### config.mk
export PLATFORM = sky130hd
export DESIGN_NAME = scst_cmp
export DESIGN_NICKNAME = d
export VERILOG_FILES = /design/src/hw/rtl/scst_pkg.sv /design/src/hw/rtl/scst_cmp.sv
export SDC_FILE = /design/constraint.sdc
export NUM_CORES = 1
export LEC_CHECK = 0
export ABC_AREA = 1
export BUFFER_PORTS_ARGS = -buffer_cell sky130_fd_sc_hd__buf_4
export CAP_MARGIN = 20
export CORE_AREA = 2 2 90 92
export DETAILED_ROUTE_END_ITERATION = 10
export DIE_AREA = 0 0 92 94
export MAX_ROUTING_LAYER = met4
export PLACE_DENSITY = 0.57
export SLEW_MARGIN = 5
export SYNTH_ARGS = -nofsm -noshare
export SYNTH_HDL_FRONTEND = slang
export SYNTH_SLANG_ARGS = --single-unit
### constraint.sdc
create_clock -name vclk -period 1.2
set_input_delay 0 -clock vclk [all_inputs]
set_output_delay 0 -clock vclk [all_outputs]
set_load 0.01 [all_outputs]
### src/hw/rtl/scst_pkg.sv
// Shared types and constants for the shadow call stack tracker.
// Used by every module under hw/rtl; depends on nothing else.
package scst_pkg;

  localparam int unsigned STACK_DEPTH_DEF = 64;
  localparam int unsigned ADDR_W          = 32;
  localparam int unsigned DEPTH_W         = 7;

  // Input transfer layout on tdata, lowest bits first.
  localparam int unsigned IN_DATA_W  = 4 * ADDR_W;
  // Result layout on tdata: depth, tail_call, overflow, underflow, zero fill.
  localparam int unsigned OUT_DATA_W = 16;
  localparam int unsigned OUT_TAIL   = DEPTH_W;
  localparam int unsigned OUT_OVF    = DEPTH_W + 1;
  localparam int unsigned OUT_UNF    = DEPTH_W + 2;
  localparam int unsigned OUT_USED_W = DEPTH_W + 3;

  // Event kinds carried on tuser.
  localparam logic EV_CALL = 1'b0;
  localparam logic EV_RET  = 1'b1;

  typedef struct packed {
    logic              tail;
    logic [ADDR_W-1:0] sp;
    logic [ADDR_W-1:0] ret;
    logic [ADDR_W-1:0] tgt;
  } frame_t;

  typedef struct packed {
    logic              is_ret;
    logic [ADDR_W-1:0] caller;
    logic [ADDR_W-1:0] sp;
    logic [ADDR_W-1:0] ret;
    logic [ADDR_W-1:0] tgt;
  } event_t;

  // Outcome of comparing the pending event against the top frame.
  typedef struct packed {
    logic sp_lt;
    logic sp_eq;
    logic tgt_eq;
    logic ret_eq;
  } cmp_t;

endpackage

### src/hw/rtl/scst_cmp.sv
// Compare unit for calls and return search: checks the pending event against the top frame.
// Depends on scst_pkg for the event, frame and result types.
module scst_cmp (
  input  scst_pkg::event_t ev_i,
  input  scst_pkg::frame_t frame_i,
  output scst_pkg::cmp_t   cmp_o
);

  always_comb begin
    cmp_o.sp_lt  = ev_i.sp < frame_i.sp;
    cmp_o.sp_eq  = ev_i.sp == frame_i.sp;
    cmp_o.tgt_eq = ev_i.caller == frame_i.tgt;
    cmp_o.ret_eq = ev_i.ret == frame_i.ret;
  end

endmodule

* Yosys cells after proc, flatten, opt, wreduce, memory -nomap -nowiden
Index checks and enable logic that the tools add are counted.
Cells by class: equality and inequality tests 3, $lt $le $gt $ge 1
Operator list (count):
- $eq A32 B32 Y1 | 3
- $lt A32 B32 Y1 | 1
Storage, ports and cells: word-level logic and storage cells 4, register bits after elaboration 0, output and inout port bits 4

* Longest topological paths before layout
Gate-level depths: netlist (run 1).
word-level depth 1, mapped depth 12, depth with buffers taken out 12

* Worst setup path before layout (run 1)
No wires, ideal clock.
kind input port to output port, from input frame_i[95] in the netlist's numbering, to output cmp_o[2] in the netlist's numbering, data arrival time 0.928 ns, stages 6, setup slack 0.272 ns, data required time 1.200 ns, cells stage by stage inv_1 ha_1 nand4_1 nor3_2 nor2b_1 and3b_1
RTL lines:
- from (decl) | line scst_cmp.sv:5 | input scst_pkg::frame_t frame_i,
- to (decl) | line scst_cmp.sv:6 | output scst_pkg::cmp_t cmp_o

==> impl_metrics.yaml, run 1 <==
layout:
  register_area_um2: 0
  seq_cells: 0
  layout-area-overhead-vs-synth_pct: 104
  final_common_cell: "buf_4"
  clock_buffers: 0
  final_nets: 717
  final_cell_mix: "buf_4, inv_1, xnor2_1, nand2_1, ha_1"
  final_util_pct: 44.0
  drive_above_1_share_pct: 46.2
  nFillCells: 817
  diodes: 0
drt:
  totalWireLength_um: 5920
  final_antenna_net_count: 0
  wl_per_cell_um: 10.6
  avgViaCountPerCell: 4.10
  drc_errors: 0
  num_vias: 2292
  dr.pass1.iters: 4
  first_iter_violations: 5
timing:
  drv_slew: 0
  slew_headroom_pct: 85.0
  setup_viol: 1
  worstMarginPinSlew_ps: 223
  period_share_pct: 105
  fmax_mhz: 796
  fin_crit_ps: 1260
  rsz0062_at_grt: "true"
  hold_viol_final: 0
  fin_ws_ps: -56.4
  whs_ps: 443
synth:
  synth-seq-area-share_pct: 0
  ys_warn_count: 0
  synth_cells: 260
  synth_nets: 518
  syn-cell-area_mm2: 0.00164
  synthDistinctLibCells: 21
  avgSynthCellArea_um2: 6.31
power:
  pwr-share-clk_pct: 0
  p_seq_share_pct: 0
  internal_power_mw: 0.667
  total_leakage_power_nw: 1.81
  switching_share_pct: 34.9
  power_mw: 1.02
  powerDensity_mw_per_mm2: 306
  power_switching_mw: 0.358
  irDropWorstVdd_uv: 142
  power_frac_comb_pct: 100.0
worst_setup_path:
  worstPathArrival_ps: 1260
  critPathLaunchType: "primary input"
  crit_type: "in -> out"
  endpoint_kind: "output port"
  cp_slowest_cell: "ha_1"
  crit_chain: "buf_4 > ha_1 > nand2_1 > nor2_2 > nand3b_1 > nor2b_4 > and3b_1 > buf_6"
  slowest_delay_ps: 290
  required_ps: 1200
  crit_path_max_fanout: 2
outcome:
  status: "finished with violations"
  violations: "negative setup slack"
global_route:
  grt_start_max_net_pins: 4
  grt_pass1_wl_um: 9160
  grt_usage_pct: 12.9
  antenna_found_initial: 0
  gr-total-overflow: 0
  grt_pass1_vias: 2348
place:
  dpl.hpwl_um: 5560
  port_buffers: 196
  place_ws_ps: -90.0
  gp_congestion: 0.782
clock_tree:
  cts-hold-fix-buffers: 0
  cts_setup_buffers: 0
floorplanning:
  ios: 230
  rows: 32
  die_y_um: 94
  dieArea_mm2: 0.00865
  start_util_pct: 21.6
  die_w_um: 92
  core-area_mm2: 0.00761
worst_hold_path:
  min_to: "cmp_o[1]"
  min_from: "ev_i[107]"
  min_path_type: "in -> out"
  hold_depth: 7
flow_run:
  maxCapViolations: 0
## synth_stat cells (all sizes together), types with 2 or more instances
cell type	count	share of area, %
nor2	28	6.4
nand4	13	5.0
a21oi	17	5.2
or2	4	1.5
xnor2	44	23
nand2	42	9.6
nor3	7	2.4
inv	49	11
xor2	11	5.9
ha	32	24
nand3	5	1.5
o21ai	2	0.61
## worst max-delay path, delay by kind of cell
family | cells | cell delay (ps)
adder cells (fa/ha/maj) | 1 | 290
buffers and inverters | 2 | 220
AND/OR/NAND/NOR | 5 | 740
## worst max-delay path by stage
stage | slack, ps | start | endpoint | depth (start not counted)
final | -60 | ev_i[87] | cmp_o[2] | 8
after CTS | -50 | frame_i[94] | cmp_o[2] | 8
after detailed placement | -90 | ev_i[95] | cmp_o[2] | 7
after global placement | -60 | ev_i[95] | cmp_o[2] | 7
after global routing | -140 | frame_i[87] | cmp_o[2] | 9
after floorplan | 270 | frame_i[95] | cmp_o[2] | 6
## power by group through the flow
| stage | clock [mW] | combinational [mW] | sequential [mW] |
|---|---|---|---|
| 2_1_floorplan | 0 | 0.406 | 0 |
| 3_3_place_gp | 0 | 0.977 | 0 |
| 3_5_place_dp | 0 | 0.996 | 0 |
| 4_1_cts | 0 | 1.03 | 0 |
| 5_1_grt | 0 | 1.15 | 0 |
| 6_report | 0 | 1.02 | 0 |
## through the flow
stage | std cells | TNS, ps | cell area, um2
3_5_place_dp | 559 | -109 | 3250
5_1_grt | 559 | -226 | 3350
6_report | 559 | -56.4 | 3350
3_3_place_gp | 559 | -73.8 | 3250
2_1_floorplan | 260 | 0 | 1640
4_1_cts | 559 | -63.1 | 3340
## logic make-up after synthesis
family / count (synthesis) / synth area share (%)
xor gates and xnor gates: 55 / 29.4
and+or+nand+nor: 102 / 27.8
AOI/OAI and AO/OA: 22 / 7.17
adders and majority gates: 32 / 24.4
buffers and inverters: 49 / 11.2
## area by class of cell
| class | instances | area (um2) | area share, % |
|---|---|---|---|
| multi-input combinational | 211 | 1520 | 45.5 |
| tap | 102 | 128 | 3.81 |
| timing repair buffer | 197 | 1510 | 45.1 |
| inverter | 49 | 186 | 5.56 |
## layer usage
layer / GRT usage [%] / up-vias / wire length (um)
met3: 2.01 / 6 / 595
li1: - / 1220 / -
met5: - / - / 0
met2: 25.4 / 123 / 2970
met4: 1.62 / 0 / 89
met1: 13.9 / 943 / 2260
## what timing repair did
| action | CTS | global route |
|---|---|---|
| gates resized for setup | 19 | 4 |
| setup endpoints to repair | 2 | 2 |
| hold endpoints to repair | 0 | 0 |
| pin swaps | 7 | 1 |
Note: power is estimated with default switching activity, not from simulation.
==> run 2: changes to the inputs <==
CORE_AREA = 2 2 89 91   (was 2 2 90 92)
DIE_AREA = 0 0 91 93   (was 0 0 92 94)
PLACE_DENSITY = 0.58   (was 0.57)
==> impl_metrics.yaml, run 2 (synthesis gave the netlist of run 1 again) <==
global_route:
  met3_usage_pct: 1.85
  grt_start_max_net_pins: 4
  top_usage_layer: "met2"
  met2_usage_pct: 24.2
  gr-total-overflow: 0
  grt_usage_pct: 13.2
  grt_pass1_wl_um: 9340
  grt.met1_usage_pct: 16.2
  antenna_found_initial: 0
  grt_pass1_vias: 2253
layout:
  diodes: 0
  layout-area-overhead-vs-synth_pct: 109
  seq_cells: 0
  final_common_cell: "buf_4"
  nFillCells: 770
  fin_cells: 559
  final_nets: 717
  drive_above_1_share_pct: 47.9
  register_area_um2: 0
  clock_buffers: 0
  final_cell_mix: "buf_4, inv_1, xnor2_1, nand2_1, nor2_1"
power:
  power_switching_mw: 0.372
  irDropWorstVdd_uv: 143
  pwr-share-clk_pct: 0
  internal_power_mw: 0.684
  total_leakage_power_nw: 1.81
  powerDensity_mw_per_mm2: 308
  power_frac_comb_pct: 100.0
  switching_share_pct: 35.2
  p_seq_share_pct: 0
timing:
  hold_viol_final: 0
  whs_ps: 447
  slew_headroom_pct: 84.5
  fin_ws_ps: 8.14
  fin_crit_ps: 1190
  rsz0062_at_grt: "true"
  fmax_mhz: 839
  final.setup.tns_ps: 0
  period_share_pct: 99.3
  setup_viol: 0
  drv_slew: 0
  worstMarginPinSlew_ps: 230
place:
  dpl.hpwl_um: 5640
  port_buffers: 196
  place_inst: 559
  place_ws_ps: -6.00
  gp_congestion: 0.859
drt:
  num_vias: 2330
  avgViaCountPerCell: 4.17
  wl_per_cell_um: 10.6
  dr.pass1.iters: 4
  final_antenna_net_count: 0
  first_iter_violations: 29
  drc_errors: 0
  totalWireLength_um: 5930
floorplanning:
  ios: 230
  die_y_um: 93
  core-area_mm2: 0.00753
  die_w_um: 91
  rows: 32
  start_util_pct: 21.8
  dieArea_mm2: 0.00846
worst_setup_path:
  slowest_delay_ps: 310
  critPathLaunchType: "primary input"
  cp_slowest_cell: "ha_1"
  worstPathArrival_ps: 1190
  crit_chain: "buf_4 > ha_1 > nand2_2 > nor3_2 > nor2b_4 > and3b_1 > buf_6"
  crit_buf_inv: 2
  crit_path_max_fanout: 2
  critical-path-top-delay-family: "simple AND/OR/NAND/NOR gates"
  endpoint_kind: "output port"
  crit_type: "in -> out"
  required_ps: 1200
clock_tree:
  cts_setup_buffers: 0
  cts-hold-fix-buffers: 0
outcome:
  status: "finished clean"
worst_hold_path:
  min_from: "ev_i[107]"
  min_to: "cmp_o[1]"
  min_path_type: "in -> out"
  hold_depth: 7
flow_run:
  maxCapViolations: 0
## run 2: cell counts in the layout (fill, tap and decap cells not counted)
Identical to the previous run, type by type.
## run 2: through the flow
step | instance area [um2] | utilization [%] | total power, mW
3_3_place_gp | 3250 | 43.1 | 0.979
6_report | 3430 | 45.5 | 1.06
3_5_place_dp | 3250 | 43.1 | 0.998
5_1_grt | 3430 | 45.5 | 1.19
4_1_cts | 3250 | 43.2 | 1.00
2_1_floorplan | 1640 | - | 0.406
## run 2: layer usage
metal	routed length, um	share of wire [%]	vias up
li1	-	-	1221
met5	0	0	-
met3	536	9.0	4
met2	2950	50	120
met1	2390	40	985
met4	57	0.96	0
## run 2: worst max path at each step
| stage | slack [ps] | startpoint | depth (start not counted) | to |
|---|---|---|---|---|
| 3_5_place_dp | -6 | ev_i[95] | 7 | cmp_o[2] |
| 4_1_cts | 3 | ev_i[95] | 7 | cmp_o[2] |
| 2_1_floorplan | 270 | frame_i[95] | 6 | cmp_o[2] |
| 5_1_grt | -110 | frame_i[94] | 8 | cmp_o[2] |
| 3_3_place_gp | 30 | ev_i[67] | 10 | cmp_o[3] |
| 6_report | 8 | ev_i[91] | 7 | cmp_o[2] |
## run 2: what timing repair did
item	in CTS	in global routing
resized for setup	1	34
endpoints found under the hold margin	0	0
pin swaps	0	8
setup endpoints to repair	1	2
## run 2: power groups by stage
stage          registers (mW)  logic, mW  clock network (mW)
6_report                    0       1.06                   0
5_1_grt                     0       1.19                   0
4_1_cts                     0       1.00                   0
3_5_place_dp                0      0.998                   0
3_3_place_gp                0      0.979                   0
2_1_floorplan               0      0.406                   0
## run 2: area by class of cell
cell class	instances	area, um2	share of cell area (%)
Multi-Input combinational cell	211	1590	46.4
Tap cell	102	128	3.72
Timing Repair Buffer	197	1520	44.2
Inverter	49	194	5.66
